--- src/hw/rtl/ket_pkg.sv ---
// Shared types, constants and lookup tables for the keyboard event tracker.
// No dependencies; imported by ket_ctrl, ket_dpath and keyboard_event_tracker.

package ket_pkg;

	localparam int SLOT_COUNT = 2048;
	localparam int SLOT_AW    = $clog2(SLOT_COUNT);

	// Item command codes
	localparam logic [1:0] CMD_EVENT = 2'd0;
	localparam logic [1:0] CMD_QUERY = 2'd1;
	localparam logic [1:0] CMD_CLEAR = 2'd2;

	// Modifier scan codes
	localparam logic [7:0] SC_ALT_L   = 8'h38;
	localparam logic [7:0] SC_ALT_R   = 8'hb8;
	localparam logic [7:0] SC_CTRL_L  = 8'h1d;
	localparam logic [7:0] SC_CTRL_R  = 8'h9d;
	localparam logic [7:0] SC_SHIFT_L = 8'h2a;
	localparam logic [7:0] SC_SHIFT_R = 8'h36;

	// Slot state codes
	localparam logic [2:0] SLOT_IDLE     = 3'd0;
	localparam logic [2:0] SLOT_DOWN     = 3'd1;
	localparam logic [2:0] SLOT_SEEN     = 3'd2;
	localparam logic [2:0] SLOT_REPEAT   = 3'd3;
	localparam logic [2:0] SLOT_RELEASED = 3'd4;

	// Controller to datapath commands
	typedef struct packed {
		logic accept;
		logic rd_en;
		logic held_we;
		logic finish;
		logic sweep_we;
	} ket_cmd_t;

	// Datapath to controller status
	typedef struct packed {
		logic out_valid;
		logic sweep_last;
	} ket_sts_t;

	// Unshifted scan code translation
	function automatic logic [6:0] scan_ascii(input logic [7:0] sc);
		logic [6:0] ch;
		unique case (sc)
			8'h02: ch = 7'h31;
			8'h03: ch = 7'h32;
			8'h04: ch = 7'h33;
			8'h05: ch = 7'h34;
			8'h06: ch = 7'h35;
			8'h07: ch = 7'h36;
			8'h08: ch = 7'h37;
			8'h09: ch = 7'h38;
			8'h0a: ch = 7'h39;
			8'h0b: ch = 7'h30;
			8'h0c: ch = 7'h2d;
			8'h0d: ch = 7'h3d;
			8'h0e: ch = 7'h08;
			8'h0f: ch = 7'h09;
			8'h10: ch = 7'h71;
			8'h11: ch = 7'h77;
			8'h12: ch = 7'h65;
			8'h13: ch = 7'h72;
			8'h14: ch = 7'h74;
			8'h15: ch = 7'h79;
			8'h16: ch = 7'h75;
			8'h17: ch = 7'h69;
			8'h18: ch = 7'h6f;
			8'h19: ch = 7'h70;
			8'h1a: ch = 7'h5b;
			8'h1b: ch = 7'h5d;
			8'h1c: ch = 7'h0d;
			8'h1e: ch = 7'h61;
			8'h1f: ch = 7'h73;
			8'h20: ch = 7'h64;
			8'h21: ch = 7'h66;
			8'h22: ch = 7'h67;
			8'h23: ch = 7'h68;
			8'h24: ch = 7'h6a;
			8'h25: ch = 7'h6b;
			8'h26: ch = 7'h6c;
			8'h27: ch = 7'h3b;
			8'h28: ch = 7'h27;
			8'h29: ch = 7'h7e;
			8'h2b: ch = 7'h5c;
			8'h2c: ch = 7'h7a;
			8'h2d: ch = 7'h78;
			8'h2e: ch = 7'h63;
			8'h2f: ch = 7'h76;
			8'h30: ch = 7'h62;
			8'h31: ch = 7'h6e;
			8'h32: ch = 7'h6d;
			8'h33: ch = 7'h2c;
			8'h34: ch = 7'h2e;
			8'h35: ch = 7'h2f;
			8'h37: ch = 7'h2a;
			8'h39: ch = 7'h20;
			8'h47: ch = 7'h37;
			8'h48: ch = 7'h38;
			8'h49: ch = 7'h39;
			8'h4a: ch = 7'h2d;
			8'h4b: ch = 7'h34;
			8'h4c: ch = 7'h35;
			8'h4d: ch = 7'h36;
			8'h4e: ch = 7'h2b;
			8'h4f: ch = 7'h31;
			8'h50: ch = 7'h32;
			8'h51: ch = 7'h33;
			8'h52: ch = 7'h30;
			8'h53: ch = 7'h2e;
			8'h8d: ch = 7'h3d;
			8'h90: ch = 7'h7e;
			8'h91: ch = 7'h40;
			8'h92: ch = 7'h3a;
			8'h93: ch = 7'h5f;
			8'h9c: ch = 7'h0d;
			8'hb3: ch = 7'h2c;
			8'hb5: ch = 7'h2f;
			8'hcb: ch = 7'h02;
			8'hcd: ch = 7'h06;
			8'hd3: ch = 7'h7f;
			default: ch = 7'h00;
		endcase
		return ch;
	endfunction

	// Shifted symbol override by offset from scan code 0x02; zero means none
	function automatic logic [6:0] shifted_sym(input logic [5:0] off);
		logic [6:0] ch;
		unique case (off)
			6'h00: ch = 7'h21;
			6'h01: ch = 7'h40;
			6'h02: ch = 7'h23;
			6'h03: ch = 7'h24;
			6'h04: ch = 7'h25;
			6'h05: ch = 7'h5e;
			6'h06: ch = 7'h26;
			6'h07: ch = 7'h2a;
			6'h08: ch = 7'h28;
			6'h09: ch = 7'h29;
			6'h0a: ch = 7'h5f;
			6'h0b: ch = 7'h2b;
			6'h18: ch = 7'h7b;
			6'h19: ch = 7'h7d;
			6'h25: ch = 7'h3a;
			6'h26: ch = 7'h22;
			6'h27: ch = 7'h7e;
			6'h29: ch = 7'h7c;
			6'h31: ch = 7'h3c;
			6'h32: ch = 7'h3e;
			6'h33: ch = 7'h3f;
			default: ch = 7'h00;
		endcase
		return ch;
	endfunction

	// Full translation of a modifier-combined slot index
	function automatic logic [6:0] translate(input logic [10:0] idx);
		logic [6:0] ch;
		logic [7:0] off;
		logic [6:0] sym;
		ch  = scan_ascii(idx[7:0]);
		off = idx[7:0] - 8'h02;
		sym = shifted_sym(off[5:0]);
		// upper-case letters under shift
		if (ch >= 7'h61 && ch <= 7'h7a && idx[10]) begin
			ch = ch - 7'h20;
		end
		// shift-only symbols for scan codes 0x02 to 0x35
		if (idx[10:8] == 3'b100 && idx[7:0] >= 8'h02 && idx[7:0] <= 8'h35 && sym != 7'h00) begin
			ch = sym;
		end
		return ch;
	endfunction

endpackage

--- src/hw/rtl/ket_ctrl.sv ---
// Controller of the keyboard event tracker: sequences memory clearing,
// slot reads, held-slot and slot writes, and result hand-off. Uses ket_pkg.

module ket_ctrl (
	input  logic              clk,
	input  logic              arst_n,
	input  logic              in_valid,
	input  logic [1:0]        cmd,
	input  logic              out_stall,
	input  ket_pkg::ket_sts_t sts,
	output ket_pkg::ket_cmd_t cmd_o,
	output logic              in_stall
);
	import ket_pkg::*;

	typedef enum logic [4:0] {
		ST_SWEEP  = 5'b00001,
		ST_IDLE   = 5'b00010,
		ST_READ   = 5'b00100,
		ST_HELD   = 5'b01000,
		ST_FINISH = 5'b10000
	} state_t;

	state_t state_q, state_d;
	logic   sweep_pend_q;
	logic   accept;
	logic   out_free;

	assign in_stall = (state_q != ST_IDLE);
	assign accept   = in_valid && (state_q == ST_IDLE);
	assign out_free = !sts.out_valid || !out_stall;

	// Next state
	always_comb begin
		state_d = state_q;
		unique case (state_q)
			ST_SWEEP: begin
				if (sts.sweep_last) begin
					state_d = ST_IDLE;
				end
			end
			ST_IDLE: begin
				if (accept) begin
					state_d = (cmd == CMD_EVENT || cmd == CMD_QUERY) ? ST_READ : ST_FINISH;
				end
			end
			ST_READ: begin
				state_d = ST_HELD;
			end
			ST_HELD: begin
				state_d = ST_FINISH;
			end
			ST_FINISH: begin
				if (out_free) begin
					state_d = sweep_pend_q ? ST_SWEEP : ST_IDLE;
				end
			end
			default: begin
				state_d = ST_SWEEP;
			end
		endcase
	end

	// Reset starts with a clearing pass over the slot memory
	always_ff @(posedge clk or negedge arst_n) begin
		if (!arst_n) begin
			state_q      <= ST_SWEEP;
			sweep_pend_q <= 1'b0;
		end else begin
			state_q <= state_d;
			if (accept) begin
				sweep_pend_q <= (cmd == CMD_CLEAR);
			end
		end
	end

	// Datapath commands
	assign cmd_o.accept   = accept;
	assign cmd_o.rd_en    = (state_q == ST_READ);
	assign cmd_o.held_we  = (state_q == ST_HELD);
	assign cmd_o.finish   = (state_q == ST_FINISH) && out_free;
	assign cmd_o.sweep_we = (state_q == ST_SWEEP);

`ifndef NO_ASSERTIONS
	// An accepted item goes to a read or straight to finish
	a_accept_next: assert property (@(posedge clk) disable iff (!arst_n)
		accept |=> (state_q == ST_READ || state_q == ST_FINISH))
		else $error("accepted item did not start");

	// Read is always followed by the held-slot step
	a_read_held: assert property (@(posedge clk) disable iff (!arst_n)
		(state_q == ST_READ) |=> (state_q == ST_HELD))
		else $error("read not followed by held step");

	// Clearing continues until the last entry
	a_sweep_hold: assert property (@(posedge clk) disable iff (!arst_n)
		(state_q == ST_SWEEP && !sts.sweep_last) |=> (state_q == ST_SWEEP))
		else $error("clearing pass ended early");

	// A clear command leads into a clearing pass after its result
	a_clear_sweep: assert property (@(posedge clk) disable iff (!arst_n)
		(cmd_o.finish && sweep_pend_q) |=> (state_q == ST_SWEEP))
		else $error("clear command skipped the clearing pass");
`endif

endmodule

--- config.mk ---
export PLATFORM = sky130hd
export DESIGN_NAME = ket_ctrl
export DESIGN_NICKNAME = d
export VERILOG_FILES = /design/src/hw/rtl/ket_pkg.sv /design/src/hw/rtl/ket_ctrl.sv
export SDC_FILE = /design/constraint.sdc
export NUM_CORES = 1
export LEC_CHECK = 0
export ABC_CLOCK_PERIOD_IN_PS = 1200
export BUFFER_PORTS_ARGS = -buffer_cell sky130_fd_sc_hd__buf_4
export CORE_AREA = 2 2 39 41
export DETAILED_ROUTE_END_ITERATION = 12
export DIE_AREA = 0 0 41 43
export GPL_TIMING_DRIVEN = 0
export PLACE_DENSITY = 0.55
export SLEW_MARGIN = 20
export SYNTH_ARGS = -nofsm -noshare
export SYNTH_HDL_FRONTEND = slang
export SYNTH_SLANG_ARGS = --single-unit
--- constraint.sdc ---
create_clock -name clk -period 1.2 [get_ports clk]
set_input_delay 0.18 -clock clk [delete_from_list [all_inputs] [get_ports clk]]
set_output_delay 0.18 -clock clk [all_outputs]
set_load 0.05 [all_outputs]
==> metrics.csv <==
metric,value,unit
Post-Syn Instances,44,
RSZ-0062 raised after global routing,yes,
failing checks,negative setup slack,
H-tree depth,1,
# clock sinks,6,
Fin. Hold Viols,0,
period utilisation layout,1.310,
crit path kind,flop to output port,
CTS tree,done,
GRT busiest layer,met2,
FF-to-FF Start,state_q[1],
M2 GR Usage,0.2219,
crit path DAT,1390,ps
first-pass GRT wire length,1745,um
Netlist cell types,27,
Final Slew Violations,0,
Synth Register Bits,6,
Fmax achieved,636.2,MHz
IO Count,14,
Slew HR,0.8156,
total track usage,0.1511,
die footprint,1763,um^2
DRT Pass-1 Iters,4,
Pwr Total,1.750,mW
Yosys top cell by area,dfrtp_1,
main combinational cell family by area after synthesis,simple AND/OR/NAND/NOR gates,
Crit path required time,1020,ps
syn avg cell area,9.327,um^2
met1 Use GR,0.1860,
sequential area share after synthesis,0.3689,
initial antenna violation count,0,
status,finished with violations,
reg2reg path depth,5,
endpoint class of the critical path,output port,
synthesized-area fraction occupied by and/or/nand/nor cells,0.3598,
Flop pwr share,0.214,
post-synthesis xor/xnor area fraction,0,
adder-cell area share of the yosys netlist,0,
Sw Ratio,0.4172,
Max VDD drop,1.069,mV
synth-to-layout area growth,100.0,%
Worst Skew,1.076,ps
max_cap viols,0,
GRT met3 Usage,0.06283,
DRT antenna net count,0,
WL final,1261,um
fillers,112,
clk slew on worst S/H paths,50,ps
drt wl/cell,13.86,um
antenna diode count,0,
min-delay worst type,input pin to flop,
row count,14,
CTS Buf Count,3,
Power Dens Cells,2132,nW/um^2
core area,1384,um^2
hold path startpoint,cmd[1],
final std cells w/o fill,91,
placed cells,73,
Leak Pwr,0.3583,nW
crit start category,flop,
clk root buf,clkbuf_4,
Internal,1.020,mW
GR Overflow Total,0,
Synth Area in Compound Gates,0.1768,
drt drc,0,
vias in the first global route,423,
WHS Path Cells,2,
clock power share,0.118,
largest net degree at the start of global routing,8,
TNS Setup,-2617,ps
via density per instance,5.220,
Worst Tran Pin Value,276.5,ps
Initial DRC Count,4,
Layout Nets,84,
Tmin final,1572,ps
Synth top area share,0.3049,
Psw,0.7300,mW
setup ws final,-371.8,ps
Netlist Area Pre-Place,410.4,um^2
vias,475,
top fanout value on the critical path,5,
Die Height,43,um
layout cells sized above 1,0.7733,
Synth Warn #,0,
Port Buf Inserts,13,
mux cell area share after synthesis,0.02744,
Worst Setup SP,state_q[1],
DP Worst Slack,-189.9,ps
GP Congestion,0.7122,
combinational fraction of design power,0.668,
Starting Density,0.2966,
Post-Synthesis Net Count,52,
Max clock buf depth,2,
clock latency on the worst-skew pair,250,ps
Synth area leaders,"dfrtp_1, a2111oi_4, dfstp_2, nor3_1, inv_1",
Final Setup Violations,11,
HPWL after DPL,682.9,um
chip width,41,um
[cells in the mapped netlist, drive strengths merged]
cell type,instances
o221ai,1
o32ai,1
and2b,1
nand4,2
nor3,5
dfstp,1
and2,1
nor2b,2
nand2,2
or3,2
or3b,1
a2111oi,1
nand3,2
and3,1
o2111ai,1
mux2,1
dfrtp,5
a21oi,3
nand2b,1
nor2,3
inv,4
buf,2
nand4bb,1
[worst max-delay path, stage by stage, from the launching register on]
cell and delay, ps:
dfrtp_2 430, or3_4 420, nor3_4 120, buf_6 170
[per-stage QoR]
step | utilization | cell area (um^2) | hold slack (ps)
floorplan | - | 455.4 | -115.6
global route | 0.5931 | 820.8 | 95.31
CTS | 0.5235 | 724.4 | 97.33
detailed placement | 0.4141 | 573.1 | -8.544
global placement | 0.4141 | 573.1 | -7.777
finish | 0.5931 | 820.8 | 99.83
[layout by cell type (no fill, tap or decap), types with 2 or more instances in the layout]
cell type / n
clkbuf_4: 3
a21oi_2: 2
dfrtp_1: 2
or3_4: 2
nand4_1: 2
buf_4: 16
dfrtp_2: 3
buf_6: 8
buf_8: 4
nor3_4: 3
nor3_2: 2
nor2_1: 2
nor2b_1: 2
inv_2: 3
[power by group through the flow]
stage | clock network (mW) | logic [mW] | registers (mW)
6_report | 0.206 | 1.17 | 0.375
5_1_grt | 0.229 | 1.23 | 0.382
4_1_cts | 0.213 | 0.937 | 0.360
3_5_place_dp | 0 | 0.654 | 0.377
3_3_place_gp | 0 | 0.659 | 0.380
2_1_floorplan | 0 | 0.527 | 0.353
[layout make-up]
| cell class | instances | area, um^2 | area share |
|---|---|---|---|
| Inverter | 4 | 15.01 | 0.01829 |
| Multi-Input combinational cell | 32 | 324.1 | 0.3948 |
| Tap cell | 16 | 20.02 | 0.02439 |
| Timing Repair Buffer | 29 | 280.3 | 0.3415 |
| Clock buffer | 4 | 26.28 | 0.03201 |
| Sequential cell | 6 | 155.1 | 0.1890 |
[layer usage]
layer / up-vias / share of wire / routed length, um
met1: 232 / 0.40 / 500
met4: 0 / 0.035 / 44
met5: - / 0 / 0
met3: 4 / 0.041 / 52
li1: 225 / - / -
met2: 14 / 0.53 / 664
[worst paths after layout]
| kind | to | slack, ps |
|---|---|---|
| worst max register to register | state_q[0] | -250 |
| worst max-delay path | cmd_o[3] | -370 |
| min in group asynchronous | state_q[4] | 280 |
| worst min register to register | state_q[1] | 600 |
| max in group asynchronous | state_q[0] | 720 |
| worst min-delay path | state_q[2] | 100 |
[cell families after synthesis]
family,count (synthesis)
flip-flops,6
buffers and inverters,6
AO/OA/AOI/OAI,7
multiplexers,1
AND/OR/NAND/NOR,24
[state kept, by name (all words and copies together), names as in the netlist]
name,count
state_q,5
sweep_pend_q,1
[what timing repair did]
item	4_1_cts	5_1_grt
endpoints found under the hold margin	6	0
buffers inserted	8	7
endpoints found under the setup margin	9	11
hold buffers	1	0
gates resized for setup	16	17
pin swaps	3	9
No activity file was read; power rests on OpenSTA's default activity.
